--- src/design/tmas_pkg.sv ---
// Shared types, widths and the rate-gain ROM for the touch motion / scroll unit.
// No dependencies; every other file in the design imports this package.
package tmas_pkg;

  localparam int unsigned COORD_W        = 16;
  localparam int unsigned PRESS_W        = 8;
  localparam int unsigned TIME_W         = 32;
  localparam int unsigned GAP_W          = 6;
  localparam int unsigned MOVE_W         = 16;
  localparam int unsigned MAX_GAP_MS     = 32;
  localparam int unsigned GAP_IDX_W      = $clog2(MAX_GAP_MS);
  localparam int unsigned GAIN_FRAC_BITS = 12;
  localparam int unsigned GAIN_W         = 31;

  localparam int unsigned APB_ADDR_W   = 3;
  localparam int unsigned APB_DATA_W   = 32;
  localparam int unsigned REG_ADDR_LSB = 2;

  localparam logic [PRESS_W-1:0] PRESSURE_LIMIT_RST = 8'd200;
  localparam logic [GAP_W-1:0]   GAP_LIMIT_RST      = 6'd20;

  typedef enum logic {
    REG_PRESSURE_LIMIT = 1'b0,
    REG_GAP_LIMIT      = 1'b1
  } reg_idx_e;

  typedef enum logic {
    KIND_MOVE   = 1'b0,
    KIND_SCROLL = 1'b1
  } report_kind_e;

  typedef struct packed {
    logic [PRESS_W-1:0] pressure_limit;
    logic [GAP_W-1:0]   gap_limit_ms;
  } cfg_t;

  typedef struct packed {
    logic               first_touch;
    logic               second_touch;
    logic [COORD_W-1:0] first_x;
    logic [COORD_W-1:0] first_y;
    logic [PRESS_W-1:0] first_pressure;
    logic [COORD_W-1:0] second_y;
    logic [PRESS_W-1:0] second_pressure;
    logic [TIME_W-1:0]  time_ms;
  } touch_item_t;

  typedef struct packed {
    logic                     valid;
    report_kind_e             kind;
    logic signed [MOVE_W-1:0] horizontal;
    logic signed [MOVE_W-1:0] vertical;
  } result_t;

  // 0.1 * 1.16^(100/dt) in Q19.12, rounded; entry 0 is never used
  function automatic logic [GAIN_W-1:0] gain_lookup(input logic [GAP_IDX_W-1:0] dt);
    logic [GAIN_W-1:0] g;
    case (dt)
      5'd1:    g = 31'd1143296467;
      5'd2:    g = 31'd684320;
      5'd3:    g = 31'd57671;
      5'd4:    g = 31'd16742;
      5'd5:    g = 31'd7971;
      5'd6:    g = 31'd4860;
      5'd7:    g = 31'd3413;
      5'd8:    g = 31'd2619;
      5'd9:    g = 31'd2131;
      5'd10:   g = 31'd1807;
      5'd11:   g = 31'd1579;
      5'd12:   g = 31'd1411;
      5'd13:   g = 31'd1283;
      5'd14:   g = 31'd1182;
      5'd15:   g = 31'd1102;
      5'd16:   g = 31'd1036;
      5'd17:   g = 31'd981;
      5'd18:   g = 31'd934;
      5'd19:   g = 31'd895;
      5'd20:   g = 31'd860;
      5'd21:   g = 31'd830;
      5'd22:   g = 31'd804;
      5'd23:   g = 31'd781;
      5'd24:   g = 31'd760;
      5'd25:   g = 31'd742;
      5'd26:   g = 31'd725;
      5'd27:   g = 31'd710;
      5'd28:   g = 31'd696;
      5'd29:   g = 31'd683;
      5'd30:   g = 31'd672;
      5'd31:   g = 31'd661;
      default: g = '0;
    endcase
    return g;
  endfunction

endpackage

--- src/design/tmas_cfg_regs.sv ---
// APB-style configuration registers: pressure limit and gap limit.
// Depends on tmas_pkg.
module tmas_cfg_regs (
  input  logic                           clk_i,
  input  logic                           rst_ni,
  input  logic                           psel,
  input  logic                           penable,
  input  logic                           pwrite,
  input  logic [tmas_pkg::APB_ADDR_W-1:0] paddr,
  input  logic [tmas_pkg::APB_DATA_W-1:0] pwdata,
  output logic [tmas_pkg::APB_DATA_W-1:0] prdata,
  output logic                           pready,
  output tmas_pkg::cfg_t                 cfg_o
);
  import tmas_pkg::*;

  logic [PRESS_W-1:0] pressure_limit_q;
  logic [GAP_W-1:0]   gap_limit_q;
  logic               wr_en;
  reg_idx_e           reg_idx;

  assign pready  = 1'b1;
  assign wr_en   = psel & penable & pwrite;
  assign reg_idx = reg_idx_e'(paddr[REG_ADDR_LSB]);

  always_ff @(posedge clk_i or negedge rst_ni) begin
    if (!rst_ni) begin
      pressure_limit_q <= PRESSURE_LIMIT_RST;
      gap_limit_q      <= GAP_LIMIT_RST;
    end else if (wr_en) begin
      case (reg_idx)
        REG_PRESSURE_LIMIT: pressure_limit_q <= pwdata[PRESS_W-1:0];
        REG_GAP_LIMIT:      gap_limit_q      <= pwdata[GAP_W-1:0];
        default: ;
      endcase
    end
  end

  always_comb begin
    case (reg_idx)
      REG_PRESSURE_LIMIT: prdata = APB_DATA_W'(pressure_limit_q);
      REG_GAP_LIMIT:      prdata = APB_DATA_W'(gap_limit_q);
      default:            prdata = '0;
    endcase
  end

  assign cfg_o.pressure_limit = pressure_limit_q;
  assign cfg_o.gap_limit_ms   = gap_limit_q;

endmodule

--- src/design/tmas_move_scale.sv ---
// Scales one signed move delta by the rate gain: round half away from zero,
// saturate to 16 bits. Depends on tmas_pkg.
module tmas_move_scale (
  input  logic signed [tmas_pkg::MOVE_W-1:0] delta_i,
  input  logic        [tmas_pkg::GAIN_W-1:0] gain_i,
  output logic signed [tmas_pkg::MOVE_W-1:0] move_o
);
  import tmas_pkg::*;

  localparam int unsigned MAG_W  = MOVE_W + 1;
  localparam int unsigned PROD_W = MAG_W + GAIN_W;
  localparam int unsigned Q_W    = PROD_W - GAIN_FRAC_BITS;
  localparam logic [PROD_W-1:0] ROUND_HALF = PROD_W'(1) << (GAIN_FRAC_BITS - 1);
  localparam logic [Q_W-1:0]    NEG_LIMIT  = Q_W'(32768);
  localparam logic [Q_W-1:0]    POS_LIMIT  = Q_W'(32767);

  logic              neg;
  logic [MAG_W-1:0]  mag;
  logic [PROD_W-1:0] prod;
  logic [PROD_W-1:0] rounded;
  logic [Q_W-1:0]    q;
  logic [Q_W-1:0]    q_sat;

  always_comb begin
    neg     = delta_i[MOVE_W-1];
    mag     = neg ? (MAG_W'(0) - {delta_i[MOVE_W-1], delta_i}) : {1'b0, delta_i};
    prod    = PROD_W'(mag) * PROD_W'(gain_i);
    rounded = prod + ROUND_HALF;
    q       = rounded[PROD_W-1:GAIN_FRAC_BITS];
    if (neg) begin
      q_sat  = (q > NEG_LIMIT) ? NEG_LIMIT : q;
      move_o = $signed(MOVE_W'(0) - q_sat[MOVE_W-1:0]);
    end else begin
      q_sat  = (q > POS_LIMIT) ? POS_LIMIT : q;
      move_o = $signed(q_sat[MOVE_W-1:0]);
    end
  end

endmodule

--- src/design/tmas_motion.sv ---
// Tracking state and single-pass decision logic: pointer move for one finger,
// scroll for two. Depends on tmas_pkg and tmas_move_scale.
module tmas_motion (
  input  logic                  clk_i,
  input  logic                  rst_ni,
  input  tmas_pkg::touch_item_t item_i,
  input  logic                  fire_i,
  input  tmas_pkg::cfg_t        cfg_i,
  output tmas_pkg::result_t     result_o
);
  import tmas_pkg::*;

  // x / 5 == (x * 0xCCCD) >> 18 for any 16-bit magnitude
  localparam int unsigned         DY_MAG_W    = COORD_W + 1;
  localparam logic [15:0]         DIV5_RECIP  = 16'hCCCD;
  localparam int unsigned         DIV5_SHIFT  = 18;
  localparam int unsigned         DIV_PROD_W  = DY_MAG_W + 16;
  localparam int unsigned         QUOT_W      = DIV_PROD_W - DIV5_SHIFT;

  logic [COORD_W-1:0] prev_x_q, prev_y_q, prev_mean_y_q;
  logic [TIME_W-1:0]  prev_time_q;
  logic               single_valid_q, dual_valid_q;

  logic                     single_hit, dual_hit;
  logic                     use_prev_pos, use_prev_mean;
  logic [COORD_W-1:0]       sel_x, sel_y;
  logic [TIME_W-1:0]        dt_raw, dt;
  logic [GAP_W-1:0]         lim;
  logic                     move_ok;
  logic [GAIN_W-1:0]        gain;
  logic signed [MOVE_W-1:0] dx, dy_move, move_x, move_y;

  logic [COORD_W-1:0]    ya, yb, mean_y, dy;
  logic [COORD_W:0]      y_sum;
  logic                  dy_neg;
  logic [DY_MAG_W-1:0]   dy_mag;
  logic [DIV_PROD_W-1:0] quot_prod;
  logic [QUOT_W-1:0]     quot;
  logic [MOVE_W-1:0]     scroll_amt;
  logic                  scroll_ok;

  always_comb begin
    single_hit   = item_i.first_touch & ~item_i.second_touch;
    dual_hit     = item_i.first_touch & item_i.second_touch;

    // heavy press: position is unreliable, hold the last one
    use_prev_pos = (item_i.first_pressure > cfg_i.pressure_limit) & single_valid_q;
    sel_x        = use_prev_pos ? prev_x_q : item_i.first_x;
    sel_y        = use_prev_pos ? prev_y_q : item_i.first_y;

    dt_raw  = item_i.time_ms - prev_time_q;
    dt      = (dt_raw == '0) ? TIME_W'(1) : dt_raw;
    lim     = (cfg_i.gap_limit_ms > GAP_W'(MAX_GAP_MS)) ? GAP_W'(MAX_GAP_MS)
                                                        : cfg_i.gap_limit_ms;
    move_ok = single_valid_q & (dt < TIME_W'(lim));
    gain    = gain_lookup(dt[GAP_IDX_W-1:0]);
    dx      = $signed(sel_x - prev_x_q);
    dy_move = $signed(sel_y - prev_y_q);

    use_prev_mean = (item_i.first_pressure > cfg_i.pressure_limit) |
                    (item_i.second_pressure > cfg_i.pressure_limit);
    ya        = use_prev_mean ? prev_mean_y_q : item_i.first_y;
    yb        = use_prev_mean ? prev_mean_y_q : item_i.second_y;
    y_sum     = {1'b0, ya} + {1'b0, yb};
    mean_y    = y_sum[COORD_W:1];
    dy        = mean_y - prev_mean_y_q;
    dy_neg    = dy[COORD_W-1];
    dy_mag    = dy_neg ? (DY_MAG_W'(0) - {dy[COORD_W-1], dy}) : {1'b0, dy};
    quot_prod = DIV_PROD_W'(dy_mag) * DIV_PROD_W'(DIV5_RECIP);
    quot      = quot_prod[DIV_PROD_W-1:DIV5_SHIFT];
    // scroll runs opposite to finger motion
    scroll_amt = dy_neg ? MOVE_W'(quot) : (MOVE_W'(0) - MOVE_W'(quot));
    scroll_ok  = dual_valid_q & (quot != '0);
  end

  tmas_move_scale u_scale_x (
    .delta_i (dx),
    .gain_i  (gain),
    .move_o  (move_x)
  );

  tmas_move_scale u_scale_y (
    .delta_i (dy_move),
    .gain_i  (gain),
    .move_o  (move_y)
  );

  always_comb begin
    result_o = '0;
    if (single_hit) begin
      result_o.valid      = move_ok;
      result_o.kind       = KIND_MOVE;
      result_o.horizontal = move_x;
      result_o.vertical   = move_y;
    end else if (dual_hit) begin
      result_o.valid      = scroll_ok;
      result_o.kind       = KIND_SCROLL;
      result_o.horizontal = '0;
      result_o.vertical   = $signed(scroll_amt);
    end
  end

  always_ff @(posedge clk_i or negedge rst_ni) begin
    if (!rst_ni) begin
      prev_x_q       <= '0;
      prev_y_q       <= '0;
      prev_time_q    <= '0;
      prev_mean_y_q  <= '0;
      single_valid_q <= 1'b0;
      dual_valid_q   <= 1'b0;
    end else if (fire_i) begin
      if (single_hit) begin
        prev_x_q       <= sel_x;
        prev_y_q       <= sel_y;
        prev_time_q    <= item_i.time_ms;
        single_valid_q <= 1'b1;
        dual_valid_q   <= 1'b0;
      end else if (dual_hit) begin
        prev_mean_y_q  <= mean_y;
        dual_valid_q   <= 1'b1;
        single_valid_q <= 1'b0;
      end else begin
        single_valid_q <= 1'b0;
        dual_valid_q   <= 1'b0;
      end
    end
  end

endmodule

--- src/design/touch_motion_accel_scroll_unit.sv ---
// Touch motion unit: takes one touch report beat per clock and returns at most
// one pointer-move or scroll beat. Throughput is one report per cycle, set by the
// single-pass datapath between the input register and the result register (gain
// ROM lookup plus two 17x31 multiplies, and a reciprocal multiply for scroll).
// A result beat is registered twice: the input register loads on the accepting
// edge and the result register when stage 1 hands the item over.
// The input stalls only while both registers are full and out_ready_i is low.
// A report that causes no result is simply absorbed. There is no clearing pass
// after reset.
module touch_motion_accel_scroll_unit (
  input  logic                            clk_i,
  input  logic                            rst_ni,
  input  logic                            psel,
  input  logic                            penable,
  input  logic                            pwrite,
  input  logic [tmas_pkg::APB_ADDR_W-1:0] paddr,
  input  logic [tmas_pkg::APB_DATA_W-1:0] pwdata,
  output logic [tmas_pkg::APB_DATA_W-1:0] prdata,
  output logic                            pready,
  input  logic                            in_valid_i,
  output logic                            in_ready_o,
  input  logic                            first_touch_i,
  input  logic                            second_touch_i,
  input  logic [tmas_pkg::COORD_W-1:0]    first_x_i,
  input  logic [tmas_pkg::COORD_W-1:0]    first_y_i,
  input  logic [tmas_pkg::PRESS_W-1:0]    first_pressure_i,
  input  logic [tmas_pkg::COORD_W-1:0]    second_y_i,
  input  logic [tmas_pkg::PRESS_W-1:0]    second_pressure_i,
  input  logic [tmas_pkg::TIME_W-1:0]     time_ms_i,
  output logic                            out_valid_o,
  input  logic                            out_ready_i,
  output logic                            report_kind_o,
  output logic signed [tmas_pkg::MOVE_W-1:0] horizontal_o,
  output logic signed [tmas_pkg::MOVE_W-1:0] vertical_o
);
  import tmas_pkg::*;

  cfg_t        cfg;
  touch_item_t item_d, item_q;
  logic        s1_valid_q;
  logic        s1_fire;
  logic        in_accept;
  result_t     res;

  logic                     out_valid_q;
  report_kind_e             kind_q;
  logic signed [MOVE_W-1:0] horizontal_q, vertical_q;

  tmas_cfg_regs u_cfg (
    .clk_i   (clk_i),
    .rst_ni  (rst_ni),
    .psel    (psel),
    .penable (penable),
    .pwrite  (pwrite),
    .paddr   (paddr),
    .pwdata  (pwdata),
    .prdata  (prdata),
    .pready  (pready),
    .cfg_o   (cfg)
  );

  assign item_d.first_touch     = first_touch_i;
  assign item_d.second_touch    = second_touch_i;
  assign item_d.first_x         = first_x_i;
  assign item_d.first_y         = first_y_i;
  assign item_d.first_pressure  = first_pressure_i;
  assign item_d.second_y        = second_y_i;
  assign item_d.second_pressure = second_pressure_i;
  assign item_d.time_ms         = time_ms_i;

  // stage 1 moves on whenever the result register is free or being drained
  assign s1_fire    = s1_valid_q & (~out_valid_q | out_ready_i);
  assign in_ready_o = ~s1_valid_q | s1_fire;
  assign in_accept  = in_valid_i & in_ready_o;

  always_ff @(posedge clk_i or negedge rst_ni) begin
    if (!rst_ni) begin
      s1_valid_q <= 1'b0;
    end else if (in_accept) begin
      s1_valid_q <= 1'b1;
    end else if (s1_fire) begin
      s1_valid_q <= 1'b0;
    end
  end

  always_ff @(posedge clk_i) begin
    if (in_accept) begin
      item_q <= item_d;
    end
  end

  tmas_motion u_motion (
    .clk_i    (clk_i),
    .rst_ni   (rst_ni),
    .item_i   (item_q),
    .fire_i   (s1_fire),
    .cfg_i    (cfg),
    .result_o (res)
  );

  always_ff @(posedge clk_i or negedge rst_ni) begin
    if (!rst_ni) begin
      out_valid_q <= 1'b0;
    end else if (s1_fire) begin
      out_valid_q <= res.valid;
    end else if (out_ready_i) begin
      out_valid_q <= 1'b0;
    end
  end

  always_ff @(posedge clk_i) begin
    if (s1_fire && res.valid) begin
      kind_q       <= res.kind;
      horizontal_q <= res.horizontal;
      vertical_q   <= res.vertical;
    end
  end

  assign out_valid_o   = out_valid_q;
  assign report_kind_o = kind_q;
  assign horizontal_o  = horizontal_q;
  assign vertical_o    = vertical_q;

  // a result beat only appears after stage 1 hands over an item
  a_result_from_fire : assert property (@(posedge clk_i) disable iff (!rst_ni)
    $rose(out_valid_q) |-> $past(s1_fire))
    else $error("result valid rose without a stage-1 handover");

  // scroll beats carry no horizontal part and never a zero amount
  a_scroll_shape : assert property (@(posedge clk_i) disable iff (!rst_ni)
    (out_valid_q && kind_q == KIND_SCROLL) |-> (horizontal_q == '0 && vertical_q != '0))
    else $error("malformed scroll beat");

  // a stalled input beat means stage 1 is occupied and stays so
  a_stall_holds_s1 : assert property (@(posedge clk_i) disable iff (!rst_ni)
    (in_valid_i && !in_ready_o) |=> s1_valid_q)
    else $error("stage 1 dropped an item while input was stalled");

endmodule
--- config.mk ---
export PLATFORM = sky130hd
export DESIGN_NAME = touch_motion_accel_scroll_unit
export DESIGN_NICKNAME = d
export VERILOG_FILES = /design/src/design/tmas_pkg.sv /design/src/design/tmas_cfg_regs.sv /design/src/design/tmas_move_scale.sv /design/src/design/tmas_motion.sv /design/src/design/touch_motion_accel_scroll_unit.sv
export SDC_FILE = /design/constraint.sdc
export NUM_CORES = 2
export LEC_CHECK = 0
export ABC_CLOCK_PERIOD_IN_PS = 41000
export BUFFER_PORTS_ARGS = -buffer_cell sky130_fd_sc_hd__buf_2
export CORE_UTILIZATION = 55
export CTS_CLUSTER_DIAMETER = 120
export DETAILED_ROUTE_END_ITERATION = 16
export PLACE_DENSITY = 0.7
export REMOVE_ABC_BUFFERS = 1
export SYNTH_ARGS = -nofsm -noshare
export SYNTH_HDL_FRONTEND = slang
export SYNTH_HIERARCHICAL = 1
export SYNTH_SLANG_ARGS = --single-unit
--- constraint.sdc ---
create_clock -name clk_i -period 41 [get_ports clk_i]
set_clock_uncertainty 0.1 [all_clocks]
set_input_delay 6.15 -clock clk_i [delete_from_list [all_inputs] [get_ports clk_i]]
set_output_delay 6.15 -clock clk_i [all_outputs]
set_load 0.01 [all_outputs]
==> summary.md <==
| Metric | Value |
|---|---|
| Final hold violations | 0 |
| Initial Util | 55.7% |
| Sum Neg Setup Slack | 0 ns |
| First-pass GRT wire length | 236000 um |
| HP Class | reg -> reg |
| Async SR Flop Fraction | 42.8% |
| Worst-Skew Late Latency | 0.58 ns |
| Synth Area in Adders | 44.9% |
| Max stage delay on crit path | 0.96 ns |
| Busiest layer in global routing | met2 |
| Worst-path maximum fanout | 34 |
| Share of cells above drive strength 1 | 7.68% |
| Cts hold-fix bufs | 0 |
| Most used cell, CP | o21ai_0 |
| Slowest CP cell | a2111oi_4 |
| Die W | 326 um |
| Final WL | 142000 um |
| Maximum clock path buffer count | 3 |
| Final setup fails | 0 |
| Worst setup EP type | register |
| Routability Congestion | 0.948 |
| Num CTS Buffers | 24 |
| DR iter-0 viols | 2748 |
| Final worst-path cycle share | 40.7% |
| Sink Count | 229 |
| Area share of the largest cell type after synthesis | 33.0% |
| Vias | 44700 |
| Worst Setup Path Type | reg -> reg |
| Main synth FF type | edfxtp_1 |
| Xor/xnor share of the synthesized area | 2.83% |
| Initial antenna violation count | 9 |
| Number of synthesized flops with an enable pin | 131 |
| Mux contribution to synthesized area | 2.74% |
| DR pass1 iterations | 5 |
| Fmax | 60.0 MHz |
| Max-cap violation count | 0 |
| GR met3 Demand/Resource | 2.98% |
| CTS tree | done |
| Synth Area per Inst | 8.77 sq um |
| Max_slew headroom | 24.9% |
| Row cnt | 118 |
| Vias in the first global route | 46100 |
| Post-route DRC | 0 |
| Post-cts gate resize count | 0 |
| Compound-gate portion of the synthesized area | 11.2% |
| H-tree depth | 1 |
| Core area | 104000 sq um |
| Met1 Use GR | 37.1% |
| GRT Residual Overflow | 0 |
| WL/cell | 17.4 um |
| Mapped Cells | 6585 |
| Die Y | 326 um |
| Largest net degree at the start of global routing | 68 |
| Met2 GRT Util | 46.9% |
| RSZ-0062 raised after global routing | no |
| Max-slew violation count | 0 |
| Dpl cells | 8094 |
| NumNets Final | 8380 |
| Number of synthesized register bits | 229 |
| CP required | 41.19 ns |
| Final cell count without fillers | 8141 |
| Synth warn | 6 |
| Post-layout min period | 16.67 ns |
| Largest family of logic cells by synthesized area | adder cells |
| IO Count | 208 |
| Yosys top cell by area | fa_1 |
| Synth top area cells | fa_1 (33%), ha_1 (12%), inv_1 (8.6%) |
| Input/output buffers | 156 |
| P&R area growth vs syn | 6.48% |
| Yosys cell types | 117 |
| Clock Root Buffer | clkbuf_16 |
| Total track usage | 27.4% |
| Reg clk slew, reported paths | 0.07 ns |
| Synth Cell Area | 57800 sq um |
| Worst Tran Pin Value | 1.12 ns |
| Critical Path Source Type | register |
| Post-layout util | 59.3% |
| Detailed placement HPWL | 114000 um |
| Sequential fraction of the synthesis area | 11.1% |
| Status | finished clean |
| Detail Route Antenna Nets | 0 |
| Post-DR vias/cell | 5.49 |
| Area of the die | 106000 sq um |
| Arrival time at the worst endpoint | 16.87 ns |
| WHS | 0.387 ns |
| Post-CTS setup buffers | 0 |
| Post-Synth Simple-Gate Area | 16.5% |
[synth_stat cells, types with 21 or more instances]
master       n
a211oi_1    31
o21ai_1     27
mux2_2     118
edfxtp_1   131
buf_4       28
o21ai_0    220
nor2b_1     81
fa_1       953
o21bai_1    22
a21boi_0    24
nor2_1     217
a21o_1      86
o211ai_1    34
a21oi_1    250
dfrtp_1     93
nand4_1     51
mux2i_1     21
nand2b_1    29
nor3_1      65
ha_1       547
nand2_1    829
nand3_1     55
a31oi_1     36
and2_1     433
and3_1      25
clkbuf_1   239
xor2_1      75
o21a_1      56
o31ai_1     27
nor4_1      23
inv_1     1320
xnor2_1    107
[cell type report]
class | count | area, sq um
repair buffers | 221 | 1270
flip-flops and latches | 229 | 6390
clock buffers | 31 | 667
clock inverters | 13 | 181
fillers | 9276 | 42300
multi-input cells | 4942 | 46300
inverters | 1322 | 4960
well taps | 1380 | 1730
diodes | 3 | 7.51
[state kept, by name, summed over array words and instances (netlist names)]
register	count
horizontal_o	16
item_q	98
out_valid_o	1
report_kind_o	1
s1_valid_q	1
u_cfg/gap_limit_q	6
u_cfg/pressure_limit_q	8
u_motion/dual_valid_q	1
u_motion/prev_mean_y_q	16
u_motion/prev_time_q	32
u_motion/prev_x_q	16
u_motion/prev_y_q	16
u_motion/single_valid_q	1
vertical_o	16
[stage by stage]
| stage | setup slack [ns] | cell area (sq um) |
|---|---|---|
| global route | 23.03 | 61500 |
| floorplan | 22.85 | 57300 |
| global placement | 24.73 | 60700 |
| detailed placement | 24.59 | 60700 |
| CTS | 24.49 | 61500 |
| finish | 24.33 | 61500 |
[layout by cell type (no fill, tap or decap), types with 87 or more instances in the layout]
master    instances
a21oi_1         249
nor2_1          211
conb_1          207
and2_1          431
dfrtp_1          93
inv_1          1320
edfxtp_1        131
xnor2_1          87
fa_1            953
ha_1            547
nand2_1         827
mux2_2          118
buf_2           155
o21ai_0         218
[path summary, 6_finish.rpt]
path | from | depth (start not counted) | endpoint | slack (ns)
max | u_cfg/pressure_limit_q[1] | 60 | vertical_o[10] | 24.33
min | u_motion/prev_mean_y_q[8] | 2 | u_motion/prev_mean_y_q[8] | 0.39
max reg2reg | u_cfg/pressure_limit_q[1] | 60 | vertical_o[10] | 24.33
min reg2reg | u_motion/prev_mean_y_q[8] | 2 | u_motion/prev_mean_y_q[8] | 0.39
max in group asynchronous | rst_ni | 2 | u_motion/prev_x_q[4] | 34.08
min in group asynchronous | rst_ni | 1 | u_motion/prev_mean_y_q[2] | 5.45
[worst max-delay path, delay by kind of cell (launching register included)]
family | cells | cell delay, ns
AO/OA/AOI/OAI | 23 | 5.70
adder cells (fa/ha/maj) | 10 | 4.42
AND/OR/NAND/NOR | 14 | 2.66
buffers and inverters | 9 | 2.05
XOR/XNOR | 2 | 0.52
multiplexers | 2 | 0.51
flip-flops | 1 | 0.37
[logic make-up after synthesis]
family | after synthesis
xor+xnor | 184
simple gates | 1922
mux | 142
buf+inv | 1613
other cells | 8
fa+ha+maj | 1500
compound gates | 987
flops | 229
[per-layer routing]
| metal | routed length (um) | vias up |
|---|---|---|
| met5 | 42 | - |
| met4 | 3290 | 8 |
| met3 | 7610 | 194 |
| met2 | 68800 | 1131 |
| met1 | 62000 | 22300 |
| li1 | - | 21000 |
Power is left out: the tool's default activity adds up to more than one toggle a clock period on the data nets, which glitch-free logic cannot reach.
